[src/rtl/pda_pkg.sv]
package pda_pkg;

    localparam int NUM_REGS  = 8;
    localparam int CFG_IDX_W = 3;
    localparam int DIST_W    = 10;
    localparam int SW_W      = 8;
    localparam int PAT_W     = 8;
    localparam int DIGIT_W   = 4;
    localparam int PERIOD_W  = 11;

    typedef enum logic [CFG_IDX_W-1:0] {
        REG_FAR   = 3'd0,
        REG_ZONE2 = 3'd1,
        REG_ZONE3 = 3'd2,
        REG_ZONE4 = 3'd3,
        REG_ZONE5 = 3'd4,
        REG_NEAR  = 3'd5,
        REG_MAX   = 3'd6,
        REG_MIN   = 3'd7
    } cfg_reg_t;

    localparam logic [DIST_W-1:0] CFG_RESET [NUM_REGS] = '{
        10'd200, 10'd180, 10'd120, 10'd80, 10'd50, 10'd20, 10'd400, 10'd2
    };

    localparam logic [SW_W-1:0]   SW_UP      = 8'h01;
    localparam logic [SW_W-1:0]   SW_DOWN    = 8'h02;
    localparam logic [DIST_W-1:0] DIST_RESET = 10'd3;
    localparam logic [PAT_W-1:0]  PAT_FAR    = 8'hFE;
    localparam logic [PAT_W-1:0]  PAT_NEAR   = 8'h01;

    typedef enum logic [2:0] {
        ZONE_FAR,
        ZONE_2,
        ZONE_3,
        ZONE_4,
        ZONE_5,
        ZONE_6,
        ZONE_NEAR
    } zone_t;

    typedef struct packed {
        logic [DIGIT_W-1:0] hundreds;
        logic [DIGIT_W-1:0] tens;
        logic [DIGIT_W-1:0] units;
    } digits_t;

    function automatic logic [PERIOD_W-1:0] zone_period(zone_t zone);
        logic [PERIOD_W-1:0] period;
        unique case (zone)
            ZONE_2:  period = 11'd1500;
            ZONE_3:  period = 11'd1000;
            ZONE_4:  period = 11'd500;
            ZONE_5:  period = 11'd375;
            ZONE_6:  period = 11'd250;
            default: period = '1;
        endcase
        return period;
    endfunction

    function automatic logic [PAT_W-1:0] zone_pattern(zone_t zone, logic phase);
        logic [PAT_W-1:0] pattern;
        unique case (zone)
            ZONE_FAR:  pattern = PAT_FAR;
            ZONE_2:    pattern = phase ? 8'hFD : 8'hFC;
            ZONE_3:    pattern = phase ? 8'hF7 : 8'hFE;
            ZONE_4:    pattern = phase ? 8'hFB : 8'hFE;
            ZONE_5:    pattern = phase ? 8'hEF : 8'hEE;
            ZONE_6:    pattern = phase ? 8'hF9 : 8'hF8;
            default:   pattern = PAT_NEAR;
        endcase
        return pattern;
    endfunction

endpackage

[src/rtl/pda_digits.sv]
module pda_digits (
    input  logic [pda_pkg::DIST_W-1:0] distance,
    output pda_pkg::digits_t           digits
);
    import pda_pkg::*;

    // reciprocal multiplies, exact for any 10-bit value
    logic [15:0] prod_100;
    logic [17:0] prod_10;
    logic [3:0]  quot_100;
    logic [6:0]  quot_10;
    logic [6:0]  quot_100_x10;
    logic [9:0]  quot_10_x10;
    logic [6:0]  tens_full;
    logic [9:0]  units_full;

    assign prod_100 = 16'(distance) * 16'd41;
    assign prod_10  = 18'(distance) * 18'd205;
    assign quot_100 = prod_100[15:12];
    assign quot_10  = prod_10[17:11];

    assign quot_100_x10 = {quot_100, 3'b000} + {2'b00, quot_100, 1'b0};
    assign quot_10_x10  = {quot_10, 3'b000} + {2'b00, quot_10, 1'b0};

    assign tens_full  = quot_10 - quot_100_x10;
    assign units_full = distance - quot_10_x10;

    assign digits.hundreds = quot_100;
    assign digits.tens     = tens_full[DIGIT_W-1:0];
    assign digits.units    = units_full[DIGIT_W-1:0];

endmodule

[src/rtl/parking_distance_alarm_top.sv]
// channel   signals                                        moves
// in        in_valid, in_ready, switch_port                one tick request
// out       out_valid, out_ready, alarm_pattern,           one result per request
//           distance_value, digit_hundreds/tens/units
// cfg       cfg_we, cfg_index, cfg_data                    register write, no wait
//
// one request per cycle sustained while out_ready stays high; a result passes through
// the stage-1 and output registers; the distance/timer/phase update and zone compare
// feed the first stage, the digit split takes the second stage
// reset restores register defaults, distance 3, timer and phase cleared
// a stalled output holds both stages; in_ready drops only when both are full
module parking_distance_alarm_top #(
    parameter int PERIOD_BITS = 11
) (
    input  logic                            clk,
    input  logic                            rst_n,
    input  logic                            in_valid,
    output logic                            in_ready,
    input  logic [pda_pkg::SW_W-1:0]        switch_port,
    output logic                            out_valid,
    input  logic                            out_ready,
    output logic [pda_pkg::PAT_W-1:0]       alarm_pattern,
    output logic [pda_pkg::DIST_W-1:0]      distance_value,
    output logic [pda_pkg::DIGIT_W-1:0]     digit_hundreds,
    output logic [pda_pkg::DIGIT_W-1:0]     digit_tens,
    output logic [pda_pkg::DIGIT_W-1:0]     digit_units,
    input  logic                            cfg_we,
    input  logic [pda_pkg::CFG_IDX_W-1:0]   cfg_index,
    input  logic [pda_pkg::DIST_W-1:0]      cfg_data
);
    import pda_pkg::*;

    localparam int CMP_W = (PERIOD_BITS > PERIOD_W) ? PERIOD_BITS : PERIOD_W;
    localparam logic [PERIOD_BITS-1:0] ELAPSED_MAX = {PERIOD_BITS{1'b1}};

    logic [DIST_W-1:0]      cfg_reg [NUM_REGS];
    logic [DIST_W-1:0]      distance_reg, distance_next, distance_up;
    logic [PERIOD_BITS-1:0] elapsed_reg, elapsed_next;
    logic                   phase_reg, phase_next;

    logic                   s1_valid_reg, s1_valid_next;
    logic [PAT_W-1:0]       s1_pattern_reg;
    logic [DIST_W-1:0]      s1_distance_reg;

    logic                   out_valid_reg, out_valid_next;
    logic [PAT_W-1:0]       out_pattern_reg;
    logic [DIST_W-1:0]      out_distance_reg;
    digits_t                out_digits_reg;

    logic                   in_fire, s1_advance;
    zone_t                  zone;
    logic [PAT_W-1:0]       pattern;
    logic                   period_hit;
    digits_t                digits;

    assign s1_advance = !out_valid_reg || out_ready;
    assign in_ready   = !s1_valid_reg || s1_advance;
    assign in_fire    = in_valid && in_ready;

    // distance step
    always_comb
    begin
        distance_up = distance_reg;
        if (switch_port == SW_UP && distance_reg < cfg_reg[REG_MAX])
        begin
            distance_up = distance_reg + 10'd1;
        end
        distance_next = distance_up;
        if (switch_port == SW_DOWN && distance_up > cfg_reg[REG_MIN])
        begin
            distance_next = distance_up - 10'd1;
        end
    end

    // zone cascade, first threshold exceeded wins
    always_comb
    begin
        if (distance_next > cfg_reg[REG_FAR])
            zone = ZONE_FAR;
        else if (distance_next > cfg_reg[REG_ZONE2])
            zone = ZONE_2;
        else if (distance_next > cfg_reg[REG_ZONE3])
            zone = ZONE_3;
        else if (distance_next > cfg_reg[REG_ZONE4])
            zone = ZONE_4;
        else if (distance_next > cfg_reg[REG_ZONE5])
            zone = ZONE_5;
        else if (distance_next > cfg_reg[REG_NEAR])
            zone = ZONE_6;
        else
            zone = ZONE_NEAR;
    end

    assign pattern    = zone_pattern(zone, phase_reg);
    assign period_hit = CMP_W'(elapsed_reg) >= CMP_W'(zone_period(zone));

    always_comb
    begin
        phase_next   = phase_reg;
        elapsed_next = elapsed_reg;
        if (zone == ZONE_FAR || zone == ZONE_NEAR)
        begin
            phase_next   = 1'b0;
            elapsed_next = PERIOD_BITS'(1);
        end
        else if (period_hit)
        begin
            phase_next   = !phase_reg;
            elapsed_next = PERIOD_BITS'(1);
        end
        else if (elapsed_reg != ELAPSED_MAX)
        begin
            elapsed_next = elapsed_reg + PERIOD_BITS'(1);
        end
    end

    always_comb
    begin
        s1_valid_next = s1_valid_reg;
        if (in_fire)
            s1_valid_next = 1'b1;
        else if (s1_advance)
            s1_valid_next = 1'b0;
        out_valid_next = out_valid_reg;
        if (s1_advance)
            out_valid_next = s1_valid_reg;
    end

    always_ff @(posedge clk or negedge rst_n)
    begin
        if (!rst_n)
        begin
            for (int i = 0; i < NUM_REGS; i++)
            begin
                cfg_reg[i] <= CFG_RESET[i];
            end
            distance_reg  <= DIST_RESET;
            elapsed_reg   <= '0;
            phase_reg     <= 1'b0;
            s1_valid_reg  <= 1'b0;
            out_valid_reg <= 1'b0;
        end
        else
        begin
            if (cfg_we)
            begin
                cfg_reg[cfg_index] <= cfg_data;
            end
            if (in_fire)
            begin
                distance_reg <= distance_next;
                elapsed_reg  <= elapsed_next;
                phase_reg    <= phase_next;
            end
            s1_valid_reg  <= s1_valid_next;
            out_valid_reg <= out_valid_next;
        end
    end

    always_ff @(posedge clk)
    begin
        if (in_fire)
        begin
            s1_pattern_reg  <= pattern;
            s1_distance_reg <= distance_next;
        end
        if (s1_advance && s1_valid_reg)
        begin
            out_pattern_reg  <= s1_pattern_reg;
            out_distance_reg <= s1_distance_reg;
            out_digits_reg   <= digits;
        end
    end

    pda_digits u_digits (
        .distance (s1_distance_reg),
        .digits   (digits)
    );

    assign out_valid      = out_valid_reg;
    assign alarm_pattern  = out_pattern_reg;
    assign distance_value = out_distance_reg;
    assign digit_hundreds = out_digits_reg.hundreds;
    assign digit_tens     = out_digits_reg.tens;
    assign digit_units    = out_digits_reg.units;

endmodule

[config.mk]
export PLATFORM = sky130hd
export DESIGN_NAME = parking_distance_alarm_top
export DESIGN_NICKNAME = d
export VERILOG_FILES = /design/src/rtl/pda_pkg.sv /design/src/rtl/pda_digits.sv /design/src/rtl/parking_distance_alarm_top.sv
export SDC_FILE = /design/constraint.sdc
export NUM_CORES = 1
export LEC_CHECK = 0
export ABC_AREA = 1
export CAP_MARGIN = 5
export CORE_UTILIZATION = 45
export DETAILED_ROUTE_END_ITERATION = 12
export DONT_BUFFER_PORTS = 1
export PLACE_DENSITY = 0.68
export RECOVER_POWER = 100
export SLEW_MARGIN = 20
export SYNTH_ARGS = -nofsm -noshare
export SYNTH_HDL_FRONTEND = slang
export SYNTH_SLANG_ARGS = --single-unit
[constraint.sdc]
create_clock -name clk -period 18.4 [get_ports clk]
set_input_delay 0 -clock clk [delete_from_list [all_inputs] [get_ports clk]]
set_output_delay 0 -clock clk [all_outputs]
set_load 0.02 [all_outputs]
== After elaboration in Yosys (flattened, before gate mapping) ==
Cells that the tools add are included.
Operators by class
  add/subtract/negate cells: 7
  $mul: 2
  order comparisons: 11
  equality and inequality tests: 9
  muxes and demuxes: 25
  bitwise operators: 1
  reductions and logical operators: 17
Operators by type and width (count)
  bitwise mux 80 bit: 1
  greater-than comparator 10 bit: 7
  one-hot mux 11 bit (5 select lines): 1
  one-hot mux 8 bit (6 select lines): 1
  two-way mux 11 bit: 3
  demux 10 bit (select 3 bit): 1
  two-way mux 10 bit: 3
  multiplier 10 x 6 -> 16 bit (second input constant): 1
  multiplier 10 x 8 -> 15 bit (second input constant): 1
  two-way mux 3 bit: 5
  adder 11 x 1 -> 11 bit (second input constant): 1
  greater-or-equal comparator 11 bit: 1
  != test 11 bit (second input constant): 1
  adder 10 x 1 -> 10 bit (second input constant): 1
  < comparator 10 bit: 1
  subtractor 10 x 1 -> 10 bit (second input constant): 1
  equality test 3 bit (second input constant): 3
  adder 4 bit: 2
  equality test 8 x 1 -> 1 bit (second input constant): 1
  equality test 8 x 2 -> 1 bit (second input constant): 1
  subtractor 4 bit: 2
  two-way mux 1 bit: 7
  equality test 3 x 2 -> 1 bit (second input constant): 2
  logical AND 1 bit: 5
  other kinds (12): 19
Storage, ports and cells
  register bits after elaboration: 152
  bits of input ports: 26
  output and inout bits: 32
  word-level logic and storage cells: 92

== Logic depth before layout (Yosys ltp) ==
Gate-level depths: netlist (run 1).
  depth after elaboration: 18
  depth in mapped cells: 52
  depth with buffers taken out: 51

== Modules after synthesis ==
Synthesis (run 1) repeated with hierarchy kept, for this count alone.
Second synthesis, totals
  cell total of the unflattened synthesis: 1351
  area, all modules: 11121.9 um^2
By module, submodules not included
  parking_distance_alarm_top: times used 1, cells an instance 1023, area an instance 8649.5 um^2, seq. area each 3953.8 um^2
  pda_digits: times used 1, cells an instance 328, area an instance 2472.4 um^2, seq. area each 0.0 um^2

== Worst setup path before layout (run 1) ==
Ideal clock, no wire load.
  path type: flip-flop to flip-flop
  from: register cfg_reg[14] (netlist name)
  to: register phase_reg
  setup time: 0.126 ns
  data arrival time: 5.724 ns
  required time: 18.274 ns
  setup slack: 12.550 ns
  stages on the path, launching flop included: 47
  buffers on the path: 1
  period minus slack after synthesis: 5.850 ns
  cell sequence: dfstp_2 -> inv_1 -> ha_1 -> nand2_1 -> inv_2 -> nand2_1 -> nand2_1 -> nand2_1 -> nand4_4 -> buf_12 -> o21bai_1 -> nand2_1 -> inv_1 -> ha_1 -> nand2_1 -> nor2_1 -> o211ai_1 -> nand3_1 -> [... 11 more ...] -> nand3_1 -> nand2_1 -> nand2_1 -> inv_2 -> o21ai_0 -> nor2_1 -> nand2_1 -> o21ai_0 -> ha_1 -> nand2_1 -> o21ai_0 -> nand3_1 -> nand4_1 -> inv_1 -> nand2_2 -> nand2_2 -> nand2_1 -> o21ai_0
Between the ends
  cells in the longest elaborated chain, start to end: 18
  elaborated cells between the ends (all ways): 32
  classes of those cells: 1 x add/sub; 9 x order compare; 6 x eq/ne; 10 x mux; 6 x reduce/logical
Ends and longest elaborated chain
  start, declared: line parking_distance_alarm_top.sv:36  | logic [DIST_W-1:0] cfg_reg [NUM_REGS];
  start signal, assigned by index: line parking_distance_alarm_top.sv:135  | cfg_reg[i] <= CFG_RESET[i];
  start signal, assigned by index: line parking_distance_alarm_top.sv:147  | cfg_reg[cfg_index] <= cfg_data;
  < comparator 10 bit *: line parking_distance_alarm_top.sv:64  | if (switch_port == SW_UP && distance_reg < cfg_reg[REG_MAX])
  logical AND 1 bit *: line parking_distance_alarm_top.sv:64
  two-way mux 10 bit *: line parking_distance_alarm_top.sv:64
  greater-than comparator 10 bit: line parking_distance_alarm_top.sv:69  | if (switch_port == SW_DOWN && distance_up > cfg_reg[REG_MIN])
  logical AND 1 bit: line parking_distance_alarm_top.sv:69
  two-way mux 10 bit *: line parking_distance_alarm_top.sv:69
  named net distance_next[9]: line parking_distance_alarm_top.sv:37  | logic [DIST_W-1:0] distance_reg, distance_next, distance_up;
  greater-than comparator 10 bit: line parking_distance_alarm_top.sv:88  | else if (distance_next > cfg_reg[REG_NEAR])
  [... 3 more ...]
  two-way mux 3 bit: line parking_distance_alarm_top.sv:82  | else if (distance_next > cfg_reg[REG_ZONE3])
  two-way mux 3 bit: line parking_distance_alarm_top.sv:80  | else if (distance_next > cfg_reg[REG_ZONE2])
  two-way mux 3 bit *: line parking_distance_alarm_top.sv:78  | if (distance_next > cfg_reg[REG_FAR])
  equality test 3 bit, or another cell as far along: line pda_pkg.sv:50  | unique case (zone)
  one-hot mux 11 bit (5 select lines): line pda_pkg.sv:50
  greater-or-equal comparator 11 bit: line parking_distance_alarm_top.sv:95  | assign period_hit = CMP_W'(elapsed_reg) >= CMP_W'(zone_period(zone));
  nonzero test 2 bit (no line)
  AND reduction 2 bit (no line)
  end signal, assigned: line parking_distance_alarm_top.sv:153  | phase_reg <= phase_next;
  end, declared: line parking_distance_alarm_top.sv:39  | logic phase_reg, phase_next;
Mark *: on every way through the listed nets, which the timed path passes. The rest lies on a longest branch.
A chain may end at the register's enable or synchronous reset.

== Final worst setup path (run 1) ==
Ends and elaborated chain as after synthesis.

==> run summary, run 1 <==
In the finished design, the share of the clock period the worst path needs comes to 0.466. The number of antenna diodes is 0. The number of nets in the layout is roughly 1500. The detail route stage leaves a number of antenna-violating nets equal to 0.

The setup check on the worst reg-to-reg path leaves a slack of between 9 and 10 ns. The library cell used most frequently in the layout, excluding fill and tap cells, is sky130_fd_sc_hd__nand2_1. Counting I/O delays and the setup requirement, the final critical path takes about 8.6 ns. The core region area is 0.0236 sq mm.

The endpoint identified for the worst register-to-register timing path is phase_reg. The post-synthesis cell count came out at between 1000 and 1500. Buffers inserted during clock tree synthesis total 17.

The final reports fail on max-capacitance violations, max-slew violations. Once layout is complete, the utilization of the core stands at 0.501. The total global routing overflow is 0.

The worst hold path begins at cfg_index[2]. The first global-routing pass estimated a little under 40 mm of wire. Each instance of the synthesized netlist takes up on average ~8.5 sq um.

The most numerous cell type found on the critical path is sky130_fd_sc_hd__nand2_1. The count of final hold-check violations came out at 0. The count of endpoints failing setup in the final report came out at 0. The starting density of the core is 0.461. The number of flops mapped to enable cells by yosys came out at between 40 and 50. The largest net degree at the start of global routing is approximately 110. The remaining design rule violation count is 0. The most instantiated flip-flop cell in the synthesis netlist is sky130_fd_sc_hd__dfrtp_1. The quantity of I/O buffers inserted on ports is 0. The worst hold path terminates at cfg_reg[4]. The first-pass detailed-route iteration total came out at 5. The synthesized area came out at 0.0109 sq mm.

The smallest hold slack is roughly 0.019 ns. STA classifies the critical path endpoint as a flop. The floorplan has 56 rows. The proportion of synthesized flip-flops having asynchronous set or reset is 0.703.

The unique cell type count in the Yosys netlist came out at ~50. The delay of the slowest cell on the worst path came out at approximately 0.85 ns. The filler cell count is approximately 2200.

The via count of the first global-routing pass is 8057. The detailed placement HPWL is 17.5 mm. In the post-route analysis, the smallest setup slack over all paths is 9.82 ns. The classification of the worst-slack hold path is in -> reg. The worst setup path is of the reg -> reg kind. The x dimension of the die came out at around 160 um. Across the run, the number of max-cap violations was 3. The cell at the slowest stage of the critical path is sky130_fd_sc_hd__xor2_1. The peak supply drop came out at 130 uV. The register clock-pin slew on the reported worst setup and hold paths is roughly 0.070 ns. The number of post-CTS setup repair buffers is 0. The routed wirelength normalized by instance count is 14.3 um. The flow ran to the end, but the final reports show violations. The kind of start point of the critical path is a flop. The post-placement worst setup slack is roughly 11 ns. The clock skew after layout came out at 0.00935 ns. The total negative setup slack came out at 0 ns. The number of DRC markers after the initial detailed-route iteration is 394. The number of cell instances on the worst register-to-register path is 39. The synthesis-stage register bit count is ~150.

Setup repair after global routing left no endpoint under its margin. The depth of the worst hold-timing path came out at 5. The tree is rooted in a sky130_fd_sc_hd__clkbuf_16. The fraction of the yosys area taken by sequential cells came out at 0.364.

The global router's overall resource usage is 0.205. The die covers 0.0248 sq mm. The count of instances resized after the clock tree is built came out at 0. In the layout the commonest cells are sky130_fd_sc_hd__nand2_1, sky130_fd_sc_hd__inv_1, sky130_fd_sc_hd__ha_1.

The area growth from synthesis to layout is 8.87%. The flip-flop count of the largest register after layout is 80. The synthesized netlist net count is 1500. Data on the critical path is required at its endpoint by between 15 and 20 ns. Clock latency on the worst-skew pair, taken at its later pin, is ~0.43 ns. In this run the critical register-to-register path is launched from cfg_reg[14]. CTS saw roughly 150 sinks.

Data arrives at the worst endpoint at roughly 8.9 ns. The total placed instance area came out at 0.0112 sq mm. The number of H-tree levels came out at 4.

The final number of max-transition violations came out at between 150 and 200. The initial antenna violation count is 0. The warning count from the yosys run came out at 0.

The maximum frequency from static timing analysis is 0.117 GHz. The highest net fanout along the worst path came out at 15. The maximum clock insertion buffer count came out at 2.

The slew at the pin closest to its max-slew limit came out at ~5.7 ns. The die height came out at between 150 and 200 um. The final design area excluding fillers came out at approximately 0.012 sq mm. TritonCTS built the clock tree. After detailed routing, the total wire length is about 23 mm. The headroom to the max-slew limit is -2.78. The number of vias after detailed routing came out at a little over 8000. For this design the top-level I/O count stands at 58.

The fraction of final layout cells sized beyond drive strength 1 came out at 0.0661. The final weighted congestion in routability-driven placement came out at 0.881. The total leakage power came out at approximately 6.2 nW. The mean number of vias per cell came out at roughly 5. The power per standard cell area is around 170 mW/mm^2.
-- synth_stat cells (all sizes together) (5+ instances only) --
| master | number | area share |
|---|---|---|
| a21oi | 50 | 0.023 |
| buf | 5 | 0.0041 |
| clkbuf | 16 | 0.0055 |
| dfrtp | 80 | 0.18 |
| dfstp | 24 | 0.058 |
| edfxtp | 44 | 0.12 |
| fa | 21 | 0.039 |
| ha | 166 | 0.19 |
| inv | 250 | 0.086 |
| nand2 | 322 | 0.12 |
| nand3 | 45 | 0.023 |
| nand4 | 24 | 0.015 |
| nor2 | 64 | 0.026 |
| nor3 | 5 | 0.0028 |
| o21a | 6 | 0.0041 |
| o21ai | 107 | 0.052 |
| o21bai | 5 | 0.0035 |
| xnor2 | 8 | 0.0064 |
| xor2 | 17 | 0.015 |
-- layout make-up --
cell class	instances	area, sq um	area share
clock buffer	21	479	0.0405
clock inverter	11	121	0.0103
inverter	251	942	0.0796
multi-input combinational	867	5780	0.488
sequential	148	3950	0.334
tap	319	399	0.0337
timing repair buffer	18	163	0.0137
-- worst max-delay path by stage --
stage	from	end	slack (ns)	cells past startpoint
finish	cfg_reg[14]	phase_reg	9.82	39
global route	cfg_reg[14]	phase_reg	8.85	39
CTS	cfg_reg[14]	phase_reg	11.38	44
detailed placement	cfg_reg[14]	phase_reg	11.40	45
global placement	cfg_reg[18]	phase_reg	11.61	44
floorplan	cfg_reg[14]	phase_reg	12.55	46
-- power breakdown --
| part | internal [mW] | leakage (nW) | switching [mW] | total, mW |
|---|---|---|---|---|
| combinational | 0.435 | 4.21 | 0.713 | 1.15 |
| clock | 0.214 | 0.300 | 0.142 | 0.356 |
| sequential | 0.465 | 1.68 | 0.0744 | 0.540 |
| total | 1.11 | 6.20 | 0.929 | 2.04 |
-- per-stage QoR --
step | instances | total power, mW
after floorplan | 1287 | 1.44
after global placement | 1588 | 1.65
final | 1635 | 2.04
after detailed placement | 1588 | 1.70
after global routing | 1635 | 2.28
after CTS | 1635 | 2.08
-- timing repair --
action                                 in CTS  in global routing
hold buffers                               15                  0
endpoints found under the hold margin     190                  0
setup endpoints to repair                   0                  0
-- logic make-up after synthesis --
| kind of cell | after synthesis | synth area share |
|---|---|---|
| AO/OA/AOI/OAI | 183 | 0.0949 |
| XOR/XNOR | 25 | 0.0215 |
| adder cells (fa/ha/maj) | 187 | 0.230 |
| buffers and inverters | 272 | 0.0963 |
| flip-flops | 148 | 0.364 |
| AND/OR/NAND/NOR | 472 | 0.194 |
-- per-layer routing --
layer,track usage,routed length (um),up-vias
met3,0.0319,791,22
met4,0.0546,296,0
met5,0,0,-
li1,-,-,4181
met1,0.279,11500,3769
met2,0.339,10800,151
-- worst max-delay path: cells and delay by family, from the launching register on --
kind	cells	cell delay (ns)
AOI/OAI and AO/OA	5	1.95
xor gates and xnor gates	1	0.85
adders and majority gates	4	1.10
buffers and inverters	6	0.56
DFF	1	0.53
and+or+nand+nor	23	3.47
Power figures use the tool's default switching activity.
==> run 2: changes to the inputs <==
Clock period 18.4 ns to 8.15 ns, I/O delays scaled along.
==> run summary, run 2 (synthesis results as in run 1) <==
The HPWL after detailed placement is between 15 and 20 mm. The overall routed net length is about 23 mm. The mean number of vias per cell came out at just over 5. The routed wirelength normalized by instance count is about 14 um.

The x dimension of the die came out at roughly 160 um. For this design, the slowest cell found on the critical path is sky130_fd_sc_hd__dfstp_2. The via count of the first global-routing pass is 8067. OpenSTA, run right after detailed placement, puts the worst setup slack at approximately 1.1 ns.

The met1 track demand over resource in global routing is 0.280. The final number of max-transition violations was between 150 and 200. Setup repair after global routing left no endpoint under its margin. The number of post-CTS setup repair buffers came out at 0. The total of max-cap violations is 3.

The number of I/O pins came out at between 50 and 60. Clock tree synthesis selected as its root buffer the cell sky130_fd_sc_hd__clkbuf_16. The worst setup path is of the reg -> reg kind. The number of standard cells in the final layout excluding fillers is between 1500 and 2000. The slew at the pin closest to its max-slew limit came out at 5.63 ns. Summed over all cells, the static leakage comes to between 6 and 7 nW.

The first global-routing pass estimated approximately 40 mm of wire. In the layout the commonest cells are sky130_fd_sc_hd__nand2_1, sky130_fd_sc_hd__inv_1, sky130_fd_sc_hd__ha_1. The delay of the slowest cell on the worst path is 0.53 ns. In this run, placement finished with an instance count of roughly 1600. In this run the tool buffered the top-level ports with 0 buffer cells.

The cell that appears most often on the critical path is sky130_fd_sc_hd__nand2_1. The worst setup path is launched from a flop. The total negative setup slack came out at 0 ns. The register clock-pin slew on the reported worst setup and hold paths is roughly 0.07 ns.

The total placed instance area is 0.0112 sq mm. The final reports fail on max-capacitance violations, max-slew violations. TritonCTS built the clock tree. For this run, global-route usage on met2 was measured as 0.341.

The clock latency at the later pin of the worst-skew pair is between 0.4 and 0.5 ns. met2 is the most crowded layer. The tightest min-delay check is of the in -> reg type. For this run, the total global-route usage over all layers was measured as 0.208. The area of the die came out at between 0.02 and 0.025 sq mm. The flip-flop count of the largest register after layout came out at 80.

The count of final hold-check violations came out at 0. The portion of the clock cycle consumed by the worst path in the final layout came out at 0.875. The fraction of final layout cells sized beyond drive strength 1 came out at 0.0729.

The data required time at the worst endpoint came out at approximately 8.5 ns. The peak supply drop is between 200 and 300 uV. The core region area came out at roughly 0.024 sq mm. The number of nets in the layout came out at approximately 1500. The starting density of the core came out at 0.461. The detail route stage leaves a number of antenna-violating nets equal to 0.

The worst setup path is captured at a flop. For this run, design rule violations remaining after detail routing come to 0. The first-pass detailed-route iteration total came out at 6.

The number of rows created at floorplan came out at 56. After routing the design area is approximately 0.012 sq mm. The power per standard cell area is about 390 mW/mm^2. The final critical-path setup slack came out at approximately 1.0 ns. The total power draw came out at between 4 and 5 mW. The minimum setup slack among reg-to-reg paths is slightly above 1 ns. The number of buffers added by the clock tree synthesis step is 17.

The highest net fanout along the worst path came out at 15. Gates resized during post-CTS repair numbered 0. The number of H-tree levels is 4. Measured on the finished design, the core utilization comes to 0.505. The die height is roughly 160 um. For met3 alone, demand over resource in global routing was 0.0339. The flow ran to the end, but the final reports show violations. The initial antenna violation count is 0.

In this run the tightest slew margin relative to its limit is -2.76. The clock period minus worst slack is a little over 7 ns. The total global routing overflow came out at 0. The most frequent standard cell in the layout excluding fill and tap cells is sky130_fd_sc_hd__nand2_1. The count of endpoints failing setup in the final report came out at 0. At the end of routability-driven placement, the weighted congestion stood at 0.858. The longest clock path from root to sink contains 2 buffers.

The smallest hold slack came out at a little over 0.02 ns. On the final layout, the worst clock skew is around 0.010 ns. The number of vias after detailed routing came out at about 8000. From synthesis to final layout, the design area changed by 9.62%.

After the first detailed-routing iteration, the DRC count stood at 459. 0 antenna diodes ended up in the layout. The data arrival time of the worst path is 7.44 ns.

Fill cells in the final layout number around 2200. The sink count of the clock tree came out at 148. Entering global routing, the biggest net connects approximately 110 pins. Static timing analysis puts the maximum clock frequency at 0.140 GHz.
run 2: layer usage:
| layer | vias up | part of all wire |
|---|---|---|
| li1 | 4190 | - |
| met1 | 3849 | 0.48 |
| met2 | 175 | 0.47 |
| met3 | 25 | 0.044 |
| met4 | 0 | 0.013 |
| met5 | - | 0 |
run 2: worst paths after layout:
check / end / cells past startpoint / from
worst min register to register: alarm_pattern[0] / 0 / s1_pattern_reg[0]
min in group asynchronous: cfg_reg[2] / 2 / rst_n
worst max register to register: elapsed_reg[3] / 44 / cfg_reg[14]
worst min-delay path: cfg_reg[9] / 5 / cfg_index[1]
max in group asynchronous: elapsed_reg[5] / 2 / rst_n
worst max-delay path: elapsed_reg[3] / 44 / cfg_reg[14]
run 2: layout make-up:
class / instances / area [sq um] / area share
Sequential cell: 148 / 3950 / 0.332
Clock inverter: 12 / 141 / 0.0119
Multi-Input combinational cell: 867 / 5840 / 0.490
Inverter: 251 / 942 / 0.0790
Clock buffer: 20 / 479 / 0.0402
Tap cell: 319 / 399 / 0.0335
Timing Repair Buffer: 19 / 163 / 0.0136
run 2: worst max-delay path, delay by kind of cell, from the launching register on:
family                     cells  cell delay, ns
adders and majority gates      4            1.33
buffers and inverters          6            0.53
AOI/OAI and AO/OA              5            1.03
DFF                            1            0.53
and+or+nand+nor               29            3.59
run 2: where the power goes:
group          switching [mW]  internal (mW)
registers               0.168           1.05
clock network           0.333          0.493
logic                    1.62          0.987
total                    2.13           2.53
run 2: repair_timing:
item / 4_1_cts / 5_1_grt
endpoints found under the hold margin: 190 / 0
hold buffers: 15 / 0
endpoints found under the setup margin: 0 / 0
